### src/rxfc_pkg.sv
// Shared types, register codes and reset values for the receive FIFO flow control block.
`default_nettype none
package rxfc_pkg;

	// Default FIFO depth in entries.
	localparam int FIFO_DEPTH_DEF = 64;

	// Configuration port widths.
	localparam int CFG_IDX_W  = 2;
	localparam int CFG_DATA_W = 16;

	// Empty-read counter width and its saturation value.
	localparam int ERC_W = 17;
	localparam logic [ERC_W-1:0] ERC_MAX = {ERC_W{1'b1}};

	// Register indexes on the configuration port.
	localparam logic [CFG_IDX_W-1:0] REG_XOFF_THRESHOLD = 2'd0;
	localparam logic [CFG_IDX_W-1:0] REG_XON_DELAY      = 2'd1;
	localparam logic [CFG_IDX_W-1:0] REG_XOFF_CODE      = 2'd2;
	localparam logic [CFG_IDX_W-1:0] REG_XON_CODE       = 2'd3;

	// Register reset values.
	localparam logic [6:0]  XOFF_THRESHOLD_RST = 7'd5;
	localparam logic [15:0] XON_DELAY_RST      = 16'd260;
	localparam logic [7:0]  XOFF_CODE_RST      = 8'd19;
	localparam logic [7:0]  XON_CODE_RST       = 8'd17;

	// Input opcodes.
	localparam logic OP_RECEIVE = 1'b0;
	localparam logic OP_READ    = 1'b1;

	// Configuration register set.
	typedef struct packed {
		logic [6:0]  xoff_threshold;
		logic [15:0] xon_delay;
		logic [7:0]  xoff_code;
		logic [7:0]  xon_code;
	} cfg_t;

	// Result flags of one word, without the popped byte.
	typedef struct packed {
		logic       read_ok;
		logic       tx_valid;
		logic [7:0] tx_byte;
		logic       rx_error_seen;
		logic       overflow;
	} res_t;

endpackage
`default_nettype wire

### src/rxfc_ram.sv
// Generic single-write, single-read RAM with a registered read port.
`default_nettype none
module rxfc_ram #(
	parameter int WIDTH = 8,
	parameter int DEPTH = 64
) (
	input  wire logic                     clk,
	input  wire logic                     we,
	input  wire logic [$clog2(DEPTH)-1:0] waddr,
	input  wire logic [WIDTH-1:0]         wdata,
	input  wire logic                     re,
	input  wire logic [$clog2(DEPTH)-1:0] raddr,
	output logic      [WIDTH-1:0]         rdata
);

	logic [WIDTH-1:0] mem_q [DEPTH];

	// Write port.
	always_ff @(posedge clk) begin
		if (we) begin
			mem_q[waddr] <= wdata;
		end
	end

	// Registered read port; data holds until the next read.
	always_ff @(posedge clk) begin
		if (re) begin
			rdata <= mem_q[raddr];
		end
	end

endmodule
`default_nettype wire

### src/rxfc_ctrl.sv
// FIFO pointers, fill count, empty-read counter and per-word result decode.
`default_nettype none
module rxfc_ctrl #(
	parameter int FIFO_DEPTH = rxfc_pkg::FIFO_DEPTH_DEF
) (
	input  wire logic           clk,
	input  wire logic           arst_n,
	input  wire logic           accept,
	input  wire logic           opcode,
	input  wire logic [7:0]     rx_byte,
	input  wire logic           line_error,
	input  wire rxfc_pkg::cfg_t cfg,
	output rxfc_pkg::res_t      res,
	output logic [7:0]          rd_data
);
	import rxfc_pkg::*;

	localparam int PW   = $clog2(FIFO_DEPTH);
	localparam int CW   = $clog2(FIFO_DEPTH + 1);
	localparam int CMPW = (CW > 7) ? CW : 7;
	localparam logic [PW-1:0] PTR_LAST = PW'(FIFO_DEPTH - 1);
	localparam logic [CW-1:0] CNT_FULL = CW'(FIFO_DEPTH);

	logic [PW-1:0]    head_q;
	logic [PW-1:0]    tail_q;
	logic [CW-1:0]    count_q;
	logic [ERC_W-1:0] erc_q;

	logic             is_read;
	logic             full;
	logic             push;
	logic             pop;
	logic [CW-1:0]    count_after;
	logic             xoff_hit;
	logic             xon_due;
	logic [ERC_W-1:0] erc_next;
	logic [7:0]       push_data;

	// Decode the word against the current state.
	always_comb begin
		is_read     = (opcode == OP_READ);
		full        = (count_q == CNT_FULL);
		push        = !is_read && !full;
		pop         = is_read && (count_q != '0);
		push_data   = line_error ? 8'd0 : rx_byte;
		count_after = push ? count_q + CW'(1) : count_q;
		xoff_hit    = !is_read &&
			(CMPW'(count_after) == CMPW'(cfg.xoff_threshold));
		xon_due     = is_read && (erc_q > {1'b0, cfg.xon_delay});

		// Empty-read counter: cleared on a pop, restarted after an XON.
		if (pop) begin
			erc_next = '0;
		end else if (xon_due) begin
			erc_next = ERC_W'(1);
		end else if (erc_q != ERC_MAX) begin
			erc_next = erc_q + ERC_W'(1);
		end else begin
			erc_next = erc_q;
		end

		res.read_ok       = pop;
		res.tx_valid      = xoff_hit || xon_due;
		res.tx_byte       = xoff_hit ? cfg.xoff_code : (xon_due ? cfg.xon_code : 8'd0);
		res.rx_error_seen = !is_read && line_error;
		res.overflow      = !is_read && full;
	end

	// State update on each accepted word.
	always_ff @(posedge clk or negedge arst_n) begin
		if (!arst_n) begin
			head_q  <= '0;
			tail_q  <= '0;
			count_q <= '0;
			erc_q   <= '0;
		end else if (accept) begin
			count_q <= push ? count_q + CW'(1) : (pop ? count_q - CW'(1) : count_q);
			if (push) begin
				tail_q <= (tail_q == PTR_LAST) ? '0 : tail_q + PW'(1);
			end
			if (pop) begin
				head_q <= (head_q == PTR_LAST) ? '0 : head_q + PW'(1);
			end
			if (is_read) begin
				erc_q <= erc_next;
			end
		end
	end

	// FIFO storage; a pop reads the head entry alongside the state update.
	rxfc_ram #(
		.WIDTH(8),
		.DEPTH(FIFO_DEPTH)
	) u_ram (
		.clk  (clk),
		.we   (accept && push),
		.waddr(tail_q),
		.wdata(push_data),
		.re   (accept && pop),
		.raddr(head_q),
		.rdata(rd_data)
	);

endmodule
`default_nettype wire

### src/rx_fifo_xon_xoff_flow_control_core.sv
// Receive FIFO with XON/XOFF flow control: top level.
//
// Usage:
//   The slave stream takes one word per event. s_tuser[0] is the opcode
//   (0 = received character, 1 = host read attempt), s_tuser[1] flags a line
//   error on the character, and s_tdata[7:0] is the received character.
//   Every accepted word yields exactly one master word carrying the read
//   result, a possible XON or XOFF character to transmit and the error and
//   overflow flags.
//   The configuration channel writes the threshold, XON delay and the two
//   flow control codes; write it only while no word is in flight.
//   One word is taken per cycle while s_tready is high: the FIFO update and the
//   threshold and delay compares complete in the accept cycle, and the RAM
//   read of the head entry is registered and lands in the result stage.
//   A result stage and an output register sit between the two sides, so one
//   result may wait in the output while the next is in flight; when the
//   receiver stalls, s_tready falls once both are occupied.
//   Reset clears the pointers, counts and valid flags and sets the configuration
//   registers to their defaults; the FIFO storage needs no clearing because
//   entries are read only after they are written.
`default_nettype none
module rx_fifo_xon_xoff_flow_control_core #(
	parameter int FIFO_DEPTH = rxfc_pkg::FIFO_DEPTH_DEF
) (
	input  wire logic                            clk,
	input  wire logic                            arst_n,
	input  wire logic                            s_tvalid,
	output logic                                 s_tready,
	input  wire logic [7:0]                      s_tdata,   // [7:0] rx_byte
	input  wire logic [1:0]                      s_tuser,   // [0] opcode, [1] line_error
	output logic                                 m_tvalid,
	input  wire logic                            m_tready,
	// [0] read_ok, [8:1] read_byte, [9] tx_valid, [17:10] tx_byte,
	// [18] rx_error_seen, [19] overflow, [23:20] zero
	output logic [23:0]                          m_tdata,
	input  wire logic                            cfg_valid,
	output logic                                 cfg_ready,
	input  wire logic [rxfc_pkg::CFG_IDX_W-1:0]  cfg_index,
	input  wire logic [rxfc_pkg::CFG_DATA_W-1:0] cfg_data
);
	import rxfc_pkg::*;

	cfg_t       cfg_q;
	res_t       res;
	res_t       res_s1;
	logic       valid_s1;
	logic [7:0] rd_data;
	logic       s_accept;
	logic       move_s1;
	logic       out_valid_q;
	logic [23:0] out_data_q;
	logic [7:0] read_byte_s1;

	// Configuration registers; writes are always taken.
	assign cfg_ready = 1'b1;

	always_ff @(posedge clk or negedge arst_n) begin
		if (!arst_n) begin
			cfg_q.xoff_threshold <= XOFF_THRESHOLD_RST;
			cfg_q.xon_delay      <= XON_DELAY_RST;
			cfg_q.xoff_code      <= XOFF_CODE_RST;
			cfg_q.xon_code       <= XON_CODE_RST;
		end else if (cfg_valid && cfg_ready) begin
			case (cfg_index)
				REG_XOFF_THRESHOLD: cfg_q.xoff_threshold <= cfg_data[6:0];
				REG_XON_DELAY:      cfg_q.xon_delay      <= cfg_data;
				REG_XOFF_CODE:      cfg_q.xoff_code      <= cfg_data[7:0];
				REG_XON_CODE:       cfg_q.xon_code       <= cfg_data[7:0];
				default: begin
				end
			endcase
		end
	end

	// Handshake between input, result stage and output register.
	assign move_s1  = valid_s1 && (!out_valid_q || m_tready);
	assign s_tready = !valid_s1 || move_s1;
	assign s_accept = s_tvalid && s_tready;

	rxfc_ctrl #(
		.FIFO_DEPTH(FIFO_DEPTH)
	) u_ctrl (
		.clk       (clk),
		.arst_n    (arst_n),
		.accept    (s_accept),
		.opcode    (s_tuser[0]),
		.rx_byte   (s_tdata),
		.line_error(s_tuser[1]),
		.cfg       (cfg_q),
		.res       (res),
		.rd_data   (rd_data)
	);

	// Result stage; the popped byte arrives from the RAM in this cycle.
	always_ff @(posedge clk or negedge arst_n) begin
		if (!arst_n) begin
			valid_s1 <= 1'b0;
		end else if (s_tready) begin
			valid_s1 <= s_tvalid;
		end
	end

	always_ff @(posedge clk) begin
		if (s_accept) begin
			res_s1 <= res;
		end
	end

	assign read_byte_s1 = res_s1.read_ok ? rd_data : 8'd0;

	// Output register.
	always_ff @(posedge clk or negedge arst_n) begin
		if (!arst_n) begin
			out_valid_q <= 1'b0;
		end else if (!out_valid_q || m_tready) begin
			out_valid_q <= valid_s1;
		end
	end

	always_ff @(posedge clk) begin
		if (move_s1) begin
			out_data_q <= {4'd0, res_s1.overflow, res_s1.rx_error_seen, res_s1.tx_byte,
				res_s1.tx_valid, read_byte_s1, res_s1.read_ok};
		end
	end

	assign m_tvalid = out_valid_q;
	assign m_tdata  = out_data_q;

	// A read result never carries receive-side flags.
	assert property (@(posedge clk) disable iff (!arst_n)
		m_tvalid && m_tdata[0] |-> !m_tdata[18] && !m_tdata[19])
		else $error("read result carries receive flags");

	// A byte is reported only on a successful read.
	assert property (@(posedge clk) disable iff (!arst_n)
		m_tvalid && !m_tdata[0] |-> m_tdata[8:1] == 8'd0)
		else $error("read byte set without read_ok");

	// The input is open whenever the output register is free.
	assert property (@(posedge clk) disable iff (!arst_n)
		!out_valid_q |-> s_tready)
		else $error("input stalled with empty output");

	// A word accepted into an empty pipeline passes the result stage and reaches the output.
	assert property (@(posedge clk) disable iff (!arst_n)
		s_accept && !valid_s1 && !out_valid_q |=> ##1 m_tvalid)
		else $error("result lost in pipeline");

endmodule
`default_nettype wire

### config.mk
export PLATFORM = sky130hd
export DESIGN_NAME = rx_fifo_xon_xoff_flow_control_core
export DESIGN_NICKNAME = d
export VERILOG_FILES = /design/src/rxfc_pkg.sv /design/src/rxfc_ram.sv /design/src/rxfc_ctrl.sv /design/src/rx_fifo_xon_xoff_flow_control_core.sv
export SDC_FILE = /design/constraint.sdc
export NUM_CORES = 1
export LEC_CHECK = 0
export BUFFER_PORTS_ARGS = -buffer_cell sky130_fd_sc_hd__buf_2
export CORE_UTILIZATION = 55
export CTS_BUF_LIST = sky130_fd_sc_hd__clkbuf_4 sky130_fd_sc_hd__clkbuf_8 sky130_fd_sc_hd__clkbuf_16
export DETAILED_ROUTE_END_ITERATION = 7
export GPL_TIMING_DRIVEN = 1
export PLACE_DENSITY_LB_ADDON = 0.3
export SYNTH_ARGS = -nofsm -noshare
export SYNTH_HDL_FRONTEND = slang
export SYNTH_SLANG_ARGS = --single-unit
### constraint.sdc
create_clock -name clk -period 3.3 [get_ports clk]
set_input_delay 0.66 -clock clk [delete_from_list [all_inputs] [get_ports clk]]
set_output_delay 0.66 -clock clk [all_outputs]
set_load 0.02 [all_outputs]
; Word-level counts from Yosys, hierarchy flattened
; Memories as Yosys holds them, arrays and structs flattened. A register that Yosys moved wholly into a read port is not among the register bits.
; Cells that the tools add are included.
[totals]
reg_bits = 109
latch_bits = 0
ram_bits = 512
rom_bits = 0
input_bits = 33
out_inout_bits = 27
elab_cells = 74
mem_count = 1
[classes]
add_sub_neg = 5
n_mul = 0
n_div = 0
n_lt_le_gt_ge = 1
n_eq_ne = 8
n_shift = 0
mux = 13
bitwise = 0
reduce_logical = 29
[memory_table]
columns = memory, words, width, rd, rd_ports_with_merged_regs, write_ports, line_no
row1 = u_ctrl.u_ram.mem_q, 64, 8, 1, 1, 1, rxfc_ram.sv:16  ; logic [WIDTH-1:0] mem_q [DEPTH];
[ops]
columns = op, count
row1 = $mux W17, 3
row2 = $mux W8, 3
row3 = $mux W7, 3
row4 = $add A17 B1 Y17 const B, 1
row5 = $gt A17 B16 Y1, 1
row6 = $ne A17 B17 Y1 const B, 1
row7 = $reduce_and A2 Y1, 7
row8 = $add A6 B1 Y6 const B, 2
row9 = $eq A6 B6 Y1 const B, 2
row10 = $mux W6, 2
row11 = $logic_and A1 B1 Y1, 10
row12 = $add A7 B1 Y7 const B, 1
row13 = $eq A7 B7 Y1, 1
row14 = $eq A7 B7 Y1 const B, 1
row15 = $reduce_bool A7 Y1, 1
row16 = $sub A7 B1 Y7 const B, 1
row17 = $eq A2 B2 Y1 const B, 2
row18 = $logic_not A1 Y1, 4
row19 = $logic_or A1 B1 Y1, 3
row20 = $reduce_and A3 Y1, 1
row21 = $reduce_bool A3 Y1, 1
row22 = $eq A2 B1 Y1 const B, 1
row23 = $logic_not A2 Y1, 1
row24 = $mux W1, 2
row25 = $reduce_bool A2 Y1, 1

; Depth between registers and ports, before layout
; Gate-level depths: netlist of the first run.
[depth]
word_depth = 8
depth_mapped = 11
mapped_depth_nobuf = 11

; Hierarchy
; A second synthesis of the first run with hierarchy kept.
[hier_totals]
hier_cells = 1419
hier_area_um2 = 25873.6
[modules_own_cells]
columns = mod, n_inst, cells_each, area_each_um2, seq_area_each_um2
row1 = rxfc_ram, 1, 940, 20246.9, 15615.0
row2 = rxfc_ctrl, 1, 341, 2981.6, 900.9
row3 = rx_fifo_xon_xoff_flow_control_core, 1, 138, 2645.0, 1998.2

; Worst setup path after synthesis of the first run
; Ideal clock, no wire load.
[synth_timing]
path_kind = input port to flip-flop
start = input m_tready
end = memory u_ctrl.u_ram.mem_q[59][0], enable pin
setup_ps = 370
t_arrival_ps = 2542
t_required_ps = 2930
slack_ps = 388
path_stages = 6
n_path_buf = 0
path_cell_list = and3b_1 nor2_1 nand2_1 nor2_1 nand3_1 nor2_1
[synth_between]
elab_chain_len = 7
[synth_lines]
columns = element, line_no
row1 = start: declaration, rx_fifo_xon_xoff_flow_control_core.sv:32  ; input wire logic m_tready,
row2 = $logic_or A1 B1 Y1, rx_fifo_xon_xoff_flow_control_core.sv:76  ; assign move_s1 = valid_s1 && (!out_valid_q || m_tready);
row3 = $logic_and A1 B1 Y1, rx_fifo_xon_xoff_flow_control_core.sv:76
row4 = $logic_or A1 B1 Y1, rx_fifo_xon_xoff_flow_control_core.sv:77  ; assign s_tready = !valid_s1 || move_s1;
row5 = $logic_and A1 B1 Y1, rx_fifo_xon_xoff_flow_control_core.sv:78  ; assign s_accept = s_tvalid && s_tready;
row6 = net s_accept, rx_fifo_xon_xoff_flow_control_core.sv:48  ; logic s_accept;
row7 = $logic_and A1 B1 Y1, rxfc_ctrl.sv:96  ; .we (accept && push),
row8 = $mux W1, rxfc_ram.sv:20  ; if (we) begin
row9 = $mux W1 (implied by the code), rxfc_ram.sv:21  ; mem_q[waddr] <= wdata;
row10 = end: declaration, rxfc_ram.sv:16
; The timed path passes the listed nets, and every way through them passes these cells.

; Worst setup path in the final report of the first run
[layout_timing]
start = register u_ctrl.count_q[0]
end = memory u_ctrl.u_ram.mem_q[15][3], enable pin
[layout_between]
elab_chain_len = 6
[layout_lines]
columns = element, line_no
row1 = start: declaration, rxfc_ctrl.sv:26  ; logic [CW-1:0] count_q;
row2 = start signal: assignment, rxfc_ctrl.sv:77  ; count_q <= push ? count_q + CW'(1) : (pop ? count_q - CW'(1) : count_q);
row3 = $eq A7 B7 Y1, rxfc_ctrl.sv:42  ; full = (count_q == CNT_FULL);
row4 = $logic_not A1 Y1, rxfc_ctrl.sv:43  ; push = !is_read && !full;
row5 = $logic_and A1 B1 Y1, rxfc_ctrl.sv:43
row6 = $logic_and A1 B1 Y1, rxfc_ctrl.sv:96
row7 = $mux W1, rxfc_ram.sv:20
row8 = $mux W1 (implied by the code), rxfc_ram.sv:21
; Every way passes these cells.

==> results.json, run 1 <==
{
  "port_buffers": 54,
  "finalCritPeriodShare_pct": 90.4,
  "hold_violations": 0,
  "viasPerCell": 6.28,
  "syn-instance-count": 1365,
  "grt_start_max_net_pins": 65,
  "crit_fanout": 8,
  "nets": 1578,
  "hold_class": "input pin to async pin",
  "grt_util_met2_pct": 37.8,
  "async_reset_ff_share_pct": 12.2,
  "die_area_mm2": 0.0469,
  "layout_min_cycle_time_ps": 2980,
  "start_util_pct": 55.8,
  "grt_overflow": 0,
  "drtIter0Drc": 1579,
  "pin_count": 60,
  "crit_type": "register to register",
  "max_slew_margin_pct": 35.0,
  "regToRegSetupSlack_ps": 320,
  "numPlacedInstances": 2058,
  "vias": 13623,
  "p_per_area_mw_per_mm2": 755,
  "cp-endpoint": "u_ctrl.u_ram.mem_q[15][3]",
  "cts_max_level": 2,
  "cts.clk_slew.worst_paths_ps": 70,
  "gp_congestion": 0.898,
  "cts_inserted_buffers": 60,
  "ant_nets": 0,
  "grtUsageMet1_pct": 35.9,
  "post-cts-setup-buffers": 0,
  "cts_resized": 0,
  "drcViolationCount": 0,
  "diodes": 0,
  "grt.busiest_layer": "met2",
  "critical_path.endpoint_type": "register",
  "rows": 78,
  "coreArea_mm2": 0.0454,
  "final_cells": 2168,
  "holdBufCountCts": 0,
  "tns_ps": 0,
  "antenna_found_initial": 1,
  "fin_skew_ps": 16.5,
  "fillers": 3009,
  "setup_viol": 0,
  "drtPass1Iterations": 6,
  "wl_per_cell_um": 25.8,
  "root_buffer": "clkbuf_16",
  "crit_start": "u_ctrl.count_q[0]",
  "ys_ff_latch": 629,
  "fmax_ghz": 0.335,
  "die_width_um": 217,
  "synth_edf_count": 552,
  "cts.sinks": 629,
  "cts_buffer_depth": 3,
  "syn2layout_area_growth_pct": 14.6,
  "reg2regPathDepth": 7,
  "gr-usage-all-layers_pct": 24.6,
  "grt_pass1_vias": 13722,
  "worstPathRequired_ps": 3550,
  "reg2reg_to": "u_ctrl.u_ram.mem_q[15][3]",
  "clock_latency_ps": 620,
  "yosys_warnings": 0,
  "syn_avg_cell_area_um2": 18.6,
  "wl_mm": 56.0,
  "synth_seq_area_share_pct": 73.1,
  "p_leak_nw": 10.0,
  "outcome": "finished, final reports clean",
  "cts_tree": "done",
  "grt_pass1_wl_mm": 85.2,
  "max_cap_viol_count": 0,
  "grt_use_met3_pct": 4.15,
  "slew_violations": 0,
  "die_h_um": 217,
  "critical_path_arrival_ps": 3230,
  "netlist_area_mm2": 0.0253,
  "ys_types": 66,
  "synth_top_flop_cell": "edfxtp_1",
  "reg2reg_from": "u_ctrl.count_q[0]",
  "rsz0062_at_grt": "false",
  "ir_worst_vdd_mv": 0.448,
  "drive_above_1_share_pct": 28.8,
  "tightest_slew_ps": 973,
  "dp_hpwl_mm": 34.4,
  "cp-start-kind": "register"
}
==> critical path, stage by stage, from the launching register on <==
cell       delay, ps
dfrtp_1          410
inv_1            140
ha_1             230
nor4b_4          150
a2111oi_4        520
and2_1           310
nand3_2          200
nor2_1           650
==> metal layers <==
layer  vias up  routed length [µm]  share of wire [%]
li1       5798                   -                  -
met1      7024               23500                 42
met2       711               26500                 47
met3        90                4420                7.9
met4         0                1610                2.9
met5         -                   0                  0
==> Yosys cell counts, drive strengths merged (24+ instances only) <==
cell type | instances | area (µm²)
clkbuf | 32 | 120
mux2 | 41 | 462
nor2b | 24 | 150
inv | 30 | 115
buf | 37 | 195
a22oi | 65 | 488
ha | 25 | 313
mux4 | 128 | 2880
edfxtp | 552 | 16600
dfrtp | 68 | 1700
nand2 | 33 | 134
nor2 | 96 | 363
nand3 | 48 | 245
==> power breakdown <==
part | switching (mW) | internal (mW) | total, mW | leakage [nW]
sequential | 0.437 | 9.09 | 9.53 | 5.99
combinational | 2.87 | 2.42 | 5.29 | 3.03
clock | 2.89 | 4.22 | 7.12 | 0.993
==> worst min path at each step <==
stage | from | end | cells past startpoint
floorplan | arst_n | cfg_q[10] | 0
detailed placement | res_s1[5] | m_tdata[13] | 0
CTS | arst_n | u_ctrl.erc_q[4] | 1
global route | arst_n | cfg_q[26] | 1
finish | arst_n | u_ctrl.erc_q[7] | 1
global placement | res_s1[1] | m_tdata[18] | 0
==> state kept, by name, summed over array words and instances (netlist names) <==
signal	count
u_ctrl.erc_q	17
m_tvalid	1
valid_s1	1
u_ctrl.u_ram.mem_q	512
u_ctrl.count_q	7
u_ctrl.tail_q	6
u_ctrl.head_q	6
m_tdata	20
u_ctrl.u_ram.rdata	8
res_s1	12
cfg_q	39
==> through the flow <==
step / hold slack [ps] / total power [mW] / util, % / cell area (µm²) / setup WS (ps)
detailed placement: 405 / 14.9 / 59.4 / 27000 / 308
finish: 111 / 21.9 / 64.0 / 29000 / 318
global route: 152 / 22.8 / 64.0 / 29000 / 146
global placement: 401 / 14.8 / 59.4 / 27000 / 396
CTS: 110 / 22.0 / 64.0 / 29000 / 338
floorplan: 364 / 13.3 / - / 25300 / 388
==> cells in the final DEF, fill, tap and decap left out, types with 13 or more instances in the layout <==
master	netlist	layout
mux2_2	41	41
nand2_1	31	31
buf_4	6	100
dfrtp_1	68	66
clkinv_1	0	18
mux4_2	128	128
clkbuf_16	0	60
ha_1	25	25
a21oi_1	13	13
inv_1	28	28
edfxtp_1	552	552
nor2_1	95	95
a22oi_1	65	65
a22o_1	19	19
xnor2_1	14	14
o31ai_1	14	14
nand3_1	47	47
buf_2	21	53
nor2b_1	24	16
and2_1	13	13
==> logic make-up (layout without fill, tap and decap cells) <==
kind of cell    count (synthesis)  after routing  synth area share, %
buf+inv                        99            299                 1.70
mux                           172            172                 13.3
flops                         629            629                 73.1
fa+ha+maj                      25             25                 1.23
xor+xnor                       22             22                0.761
other cells                     2              5               0.0297
compound gates                142            142                 4.18
simple gates                  274            274                 5.68
==> cell type report <==
cell class	instances	area (µm²)	area share, %
clock buffer	65	1540	5.30
clock inverter	45	519	1.79
inverter	30	115	0.396
multi-input combinational	640	6450	22.2
sequential	629	18500	63.8
tap	600	751	2.59
timing repair buffer	159	1140	3.91
No activity file was read; power rests on OpenSTA's default activity.
==> run 2: changes to the inputs <==
--- a/config.mk
+++ b/config.mk
@@ -6,6 +6,7 @@
 export NUM_CORES = 1
 export LEC_CHECK = 0
 export BUFFER_PORTS_ARGS = -buffer_cell sky130_fd_sc_hd__buf_2
+export CORE_MARGIN = 2
 export CORE_UTILIZATION = 55
 export CTS_BUF_LIST = sky130_fd_sc_hd__clkbuf_4 sky130_fd_sc_hd__clkbuf_8 sky130_fd_sc_hd__clkbuf_16
 export DETAILED_ROUTE_END_ITERATION = 7
==> run 2 against run 1 <==
- die area grew 1.9%
- final cell count unchanged
- sequential power barely moved
- sequential cell count unchanged
- critical path depth unchanged
- maximum frequency is 2.8% lower
- sequential share of layout area rose by 0.38 points
- count of clock-buffer cells in the layout grew 8
==> results.json, run 2 (same netlist as run 1, synthesis figures left out) <==
{
  "grt_overflow": 0,
  "cp-endpoint": "u_ctrl.erc_q[13]",
  "grt_start_max_net_pins": 68,
  "rsz0062_at_grt": "false",
  "vias": 13428,
  "clockPowerShare_pct": 31.0,
  "gr-usage-all-layers_pct": 23.7,
  "sw_frac_of_total_pct": 28.3,
  "dp_slack_ps": 280,
  "start_util_pct": 55.8,
  "grt_util_met2_pct": 36.4,
  "p_switching_mw": 6.03,
  "diodes": 0,
  "reg2reg_from": "u_ctrl.erc_q[10]",
  "worstPathRequired_ps": 3770,
  "grt_pass1_vias": 13368,
  "holdBufCountCts": 0,
  "hold_class": "input pin to async pin",
  "pwr-share-comb_pct": 24.1,
  "largest_reg_flops": 512,
  "tightest_slew_ps": 905,
  "die_h_um": 219,
  "cts_max_level": 2,
  "drcViolationCount": 0,
  "reg2reg_to": "u_ctrl.erc_q[13]",
  "p_int_mw": 15.3,
  "crit_start": "u_ctrl.erc_q[10]",
  "cts_resized": 0,
  "critical_path.endpoint_type": "register",
  "pin_count": 60,
  "dp_hpwl_mm": 33.9,
  "crit_fanout": 20,
  "grt_use_met3_pct": 3.58,
  "grt_pass1_wl_mm": 83.4,
  "p_per_area_mw_per_mm2": 738,
  "setup_viol": 0,
  "nets": 1579,
  "drtPass1Iterations": 5,
  "grtUsageMet1_pct": 35.5,
  "coreArea_mm2": 0.0454,
  "port_buffers": 54,
  "seq_power_share_pct": 44.9,
  "p_leak_nw": 9.97,
  "root_buffer": "clkbuf_16",
  "wl_mm": 54.8,
  "rows": 78,
  "layout_min_cycle_time_ps": 3070,
  "ant_nets": 0,
  "max_slew_margin_pct": 39.7,
  "finalCritPeriodShare_pct": 93.0,
  "hold_violations": 0,
  "ir_worst_vdd_mv": 0.504,
  "fin_skew_ps": 17.9,
  "max_cap_viol_count": 0,
  "fmax_ghz": 0.326,
  "reg2regPathDepth": 7,
  "wl_per_cell_um": 25.3,
  "die_area_mm2": 0.0478,
  "antenna_found_initial": 0,
  "die_width_um": 219,
  "drive_above_1_share_pct": 29.1,
  "cts.clk_slew.worst_paths_ps": 60,
  "viasPerCell": 6.19,
  "cts_tree": "done",
  "cp-start-kind": "register",
  "regToRegSetupSlack_ps": 230,
  "critical_path_arrival_ps": 3540,
  "cts_buffer_depth": 3,
  "gp_congestion": 0.869,
  "final_common_cell": "edfxtp_1",
  "slew_violations": 0,
  "cts_inserted_buffers": 59,
  "layout_common_cells": "edfxtp_1, mux4_2, buf_4",
  "cts.sinks": 629,
  "clock_latency_ps": 620,
  "fillers": 3102,
  "largest_register": "u_ctrl.u_ram.mem_q",
  "syn2layout_area_growth_pct": 14.0,
  "grt.busiest_layer": "met2",
  "outcome": "finished, final reports clean",
  "drtIter0Drc": 1665,
  "crit_type": "register to register",
  "post-route-worst-setup-slack_ps": 231,
  "power_mw": 21.3,
  "post-cts-setup-buffers": 0,
  "whs_ps": 159,
  "tns_ps": 0
}
-- run 2: cell types whose count changed in the layout (fill, tap and decap cells not counted), moves of 4 or more --
cell,previous run,this run
clkbuf_4,5,12
bufinv_16,11,5
clkinv_2,5,11
buf_4,100,104
clkinv_1,18,14
clkinvlp_4,5,1
-- run 2: stage by stage --
step	util (%)	instances	area (µm²)
after global routing	63.6	2168	28900
after floorplan	-	1368	25300
after CTS	63.6	2168	28900
after detailed placement	59.4	2060	27000
after global placement	59.4	2060	27000
final	63.6	2168	28900
-- run 2: per-layer routing --
metal	vias to the layer above	wire, µm
li1	5793	-
met5	-	0
met3	74	4610
met1	6922	23300
met4	0	1240
met2	639	25700
-- run 2: worst min-delay path by stage --
stage               from  cells after the start     endpoint
2_1_floorplan     arst_n                      0    cfg_q[10]
3_3_place_gp   res_s1[1]                      0  m_tdata[18]
3_5_place_dp   res_s1[1]                      0  m_tdata[18]
4_1_cts           arst_n                      1     m_tvalid
5_1_grt           arst_n                      1     m_tvalid
6_report          arst_n                      1     m_tvalid
-- run 2: power groups by stage --
| stage | clock network [mW] | logic [mW] | registers [mW] |
|---|---|---|---|
| 6_report | 6.61 | 5.13 | 9.56 |
| 5_1_grt | 7.01 | 5.51 | 9.61 |
| 4_1_cts | 6.71 | 5.15 | 9.56 |
| 3_5_place_dp | 0 | 5.13 | 9.73 |
| 3_3_place_gp | 0 | 5.05 | 9.71 |
| 2_1_floorplan | 0 | 3.85 | 9.43 |
-- run 2: layout make-up --
class | count | area, µm² | share of cell area [%]
sequential | 629 | 18500 | 64.2
tap | 600 | 751 | 2.60
clock inverter | 35 | 300 | 1.04
inverter | 30 | 115 | 0.399
clock buffer | 73 | 1590 | 5.52
timing repair buffer | 161 | 1130 | 3.90
multi-input combinational | 640 | 6450 | 22.4
-- run 2: worst max-delay path: stages (launching register included) --
cell and delay (ps):
dfrtp_1 460, ha_1 340, nand4_1 100, nor3_1 490
o31a_1 260, o31a_1 690, a2111oi_0 190, or3_1 400
==> run 3: changes to the inputs <==
--- a/config.mk
+++ b/config.mk
@@ -14,4 +14,5 @@
 export PLACE_DENSITY_LB_ADDON = 0.3
 export SYNTH_ARGS = -nofsm -noshare
 export SYNTH_HDL_FRONTEND = slang
+export SYNTH_HIERARCHICAL = 1
 export SYNTH_SLANG_ARGS = --single-unit
==> run 3 against run 2 <==
- worst hold slack improved by 44 ps
- total power rose by 6.0%
- register-to-register slack improved by 30 ps
- largest power group unchanged
- largest cell class unchanged
- critical path type unchanged
- count of clock-buffer cells in the layout rose by 9
- highest routed layer unchanged
- first-iteration DRC count fell by 7.0%
- global-route usage fell by 0.33 points
- maximum frequency rose by 1.1%
- area after synthesis rose by 2.2%
- synthesized cell count rose by 4.0%
- final area rose by 1.9%
- core utilization fell by 0.27 points
==> results.json, run 3 <==
{
  "start_util_pct": 55.7,
  "numPlacedInstances": 2121,
  "layout_min_cycle_time_ps": 3030,
  "dp_hpwl_mm": 35.1,
  "finalCritPeriodShare_pct": 91.9,
  "root_buffer": "clkbuf_16",
  "drcViolationCount": 0,
  "critPathBufInv": 0,
  "cts_max_level": 2,
  "ys_types": 75,
  "largest_reg_flops": 512,
  "diodes": 0,
  "gr-usage-all-layers_pct": 23.4,
  "post-cts-setup-buffers": 0,
  "cts_tree": "done",
  "reg2regPathDepth": 7,
  "cts_resized": 0,
  "holdBufCountCts": 0,
  "ant_nets": 0,
  "synthTopCellsByArea": "edfxtp_1, mux4_2, dfrtp_1",
  "drtIter0Drc": 1549,
  "grt_overflow": 0,
  "drtPass1Iterations": 5,
  "tns_ps": 0,
  "max_slew_margin_pct": 30.7,
  "p_leak_nw": 10.1,
  "netlist_area_mm2": 0.0259,
  "crit_start": "u_ctrl/erc_q[12]",
  "cp-start-kind": "register",
  "syn-instance-count": 1419,
  "die_area_mm2": 0.0488,
  "synth_edf_count": 552,
  "postPlaceCellArea_mm2": 0.0275,
  "rows": 79,
  "layout_common_cells": "edfxtp_1, mux4_2, buf_4",
  "grt_pass1_wl_mm": 86.4,
  "coreArea_mm2": 0.0465,
  "cts_buffer_depth": 3,
  "post-route-worst-setup-slack_ps": 266,
  "gp_congestion": 0.883,
  "p_per_area_mw_per_mm2": 767,
  "clock_latency_ps": 630,
  "slew_violations": 0,
  "die_width_um": 221,
  "cts.clk_slew.worst_paths_ps": 60,
  "largest_register": "u_ctrl/u_ram/mem_q",
  "final_area_mm2": 0.0294,
  "antenna_found_initial": 0,
  "ys_ff_latch": 629,
  "synth_seq_area_share_pct": 71.6,
  "critical_path_arrival_ps": 3550,
  "fmax_ghz": 0.330,
  "outcome": "finished, final reports clean",
  "hold_violations": 0,
  "wl_per_cell_um": 25.2,
  "power_mw": 22.6,
  "hold_class": "input pin to async pin",
  "crit_fanout": 10,
  "syn2layout_area_growth_pct": 13.7,
  "grt_start_max_net_pins": 78,
  "die_h_um": 221,
  "synth_top_flop_cell": "edfxtp_1",
  "drive_above_1_share_pct": 30.0,
  "vias": 13898,
  "whs_ps": 202,
  "crit_type": "register to register",
  "synth_top_area_share_pct": 64.1,
  "critical_path.endpoint_type": "register",
  "dp_slack_ps": 339,
  "cp.depth": 7,
  "async_reset_ff_share_pct": 12.2,
  "worstPathRequired_ps": 3820,
  "syn_avg_cell_area_um2": 18.2,
  "setup_viol": 0,
  "fin_skew_ps": 26.0,
  "regToRegSetupSlack_ps": 270,
  "final_cells": 2235,
  "yosys_warnings": 6,
  "pin_count": 60,
  "rsz0062_at_grt": "false",
  "cp_top_family": "simple AND/OR/NAND/NOR gates",
  "yosys-top-cells-count": "edfxtp_1, mux4_2, nor2_1",
  "reg2reg_from": "u_ctrl/erc_q[12]",
  "synth_top_area_cell": "edfxtp_1",
  "ir_worst_vdd_mv": 0.686,
  "reg2reg_to": "u_ctrl/erc_q[5]",
  "final_common_cell": "edfxtp_1",
  "cp-endpoint": "u_ctrl/erc_q[5]",
  "tightest_slew_ps": 1040,
  "slowest_delay_ps": 620,
  "port_buffers": 54,
  "viasPerCell": 6.22,
  "final_core_util_pct": 63.3,
  "wl_mm": 56.3,
  "cts_inserted_buffers": 60,
  "max_cap_viol_count": 0,
  "crit_chain": "ha_1, nand4_1, nor4_1, a21oi_1, o31a_1, or3_1, o311ai_2",
  "grt_pass1_vias": 13974,
  "cts.sinks": 629,
  "slowest_stage": "nor4_1",
  "synth_most_common_cell": "edfxtp_1",
  "nets": 1634
}
==> run 3: per-layer routing <==
layer,global-route usage (%),part of all wire (%)
met4,7.10,2.5
met3,4.21,8.4
met2,37.2,48
met1,33.6,41
met5,0,0
==> run 3: kinds of logic after synthesis <==
logic type / share of synthesized area (%)
other cells: 0.0290
simple gates: 6.21
fa+ha+maj: 1.21
flops: 71.6
buf+inv: 2.01
xor+xnor: 0.779
mux: 14.2
compound gates: 3.96
==> run 3: worst min-delay path by stage <==
| stage | from | endpoint |
|---|---|---|
| 2_1_floorplan | arst_n | cfg_q[10] |
| 4_1_cts | s_tvalid | valid_s1 |
| 6_report | arst_n | valid_s1 |
| 5_1_grt | s_tvalid | valid_s1 |
| 3_3_place_gp | res_s1[6] | m_tdata[14] |
| 3_5_place_dp | res_s1[10] | m_tdata[9] |
==> run 3: final cells by class <==
class / count / area, µm²
sequential: 629 / 18500
tap: 607 / 759
clock inverter: 32 / 244
inverter: 24 / 90.1
fill: 3237 / 17000
timing repair buffer: 160 / 1170
multi-input combinational: 701 / 6910
clock buffer: 82 / 1720
==> run 3: report_power, final <==
part | internal [mW] | total, mW | switching [mW]
clock | 3.88 | 6.74 | 2.86
combinational | 2.82 | 5.88 | 3.06
sequential | 9.18 | 9.95 | 0.778
total | 15.9 | 22.6 | 6.70
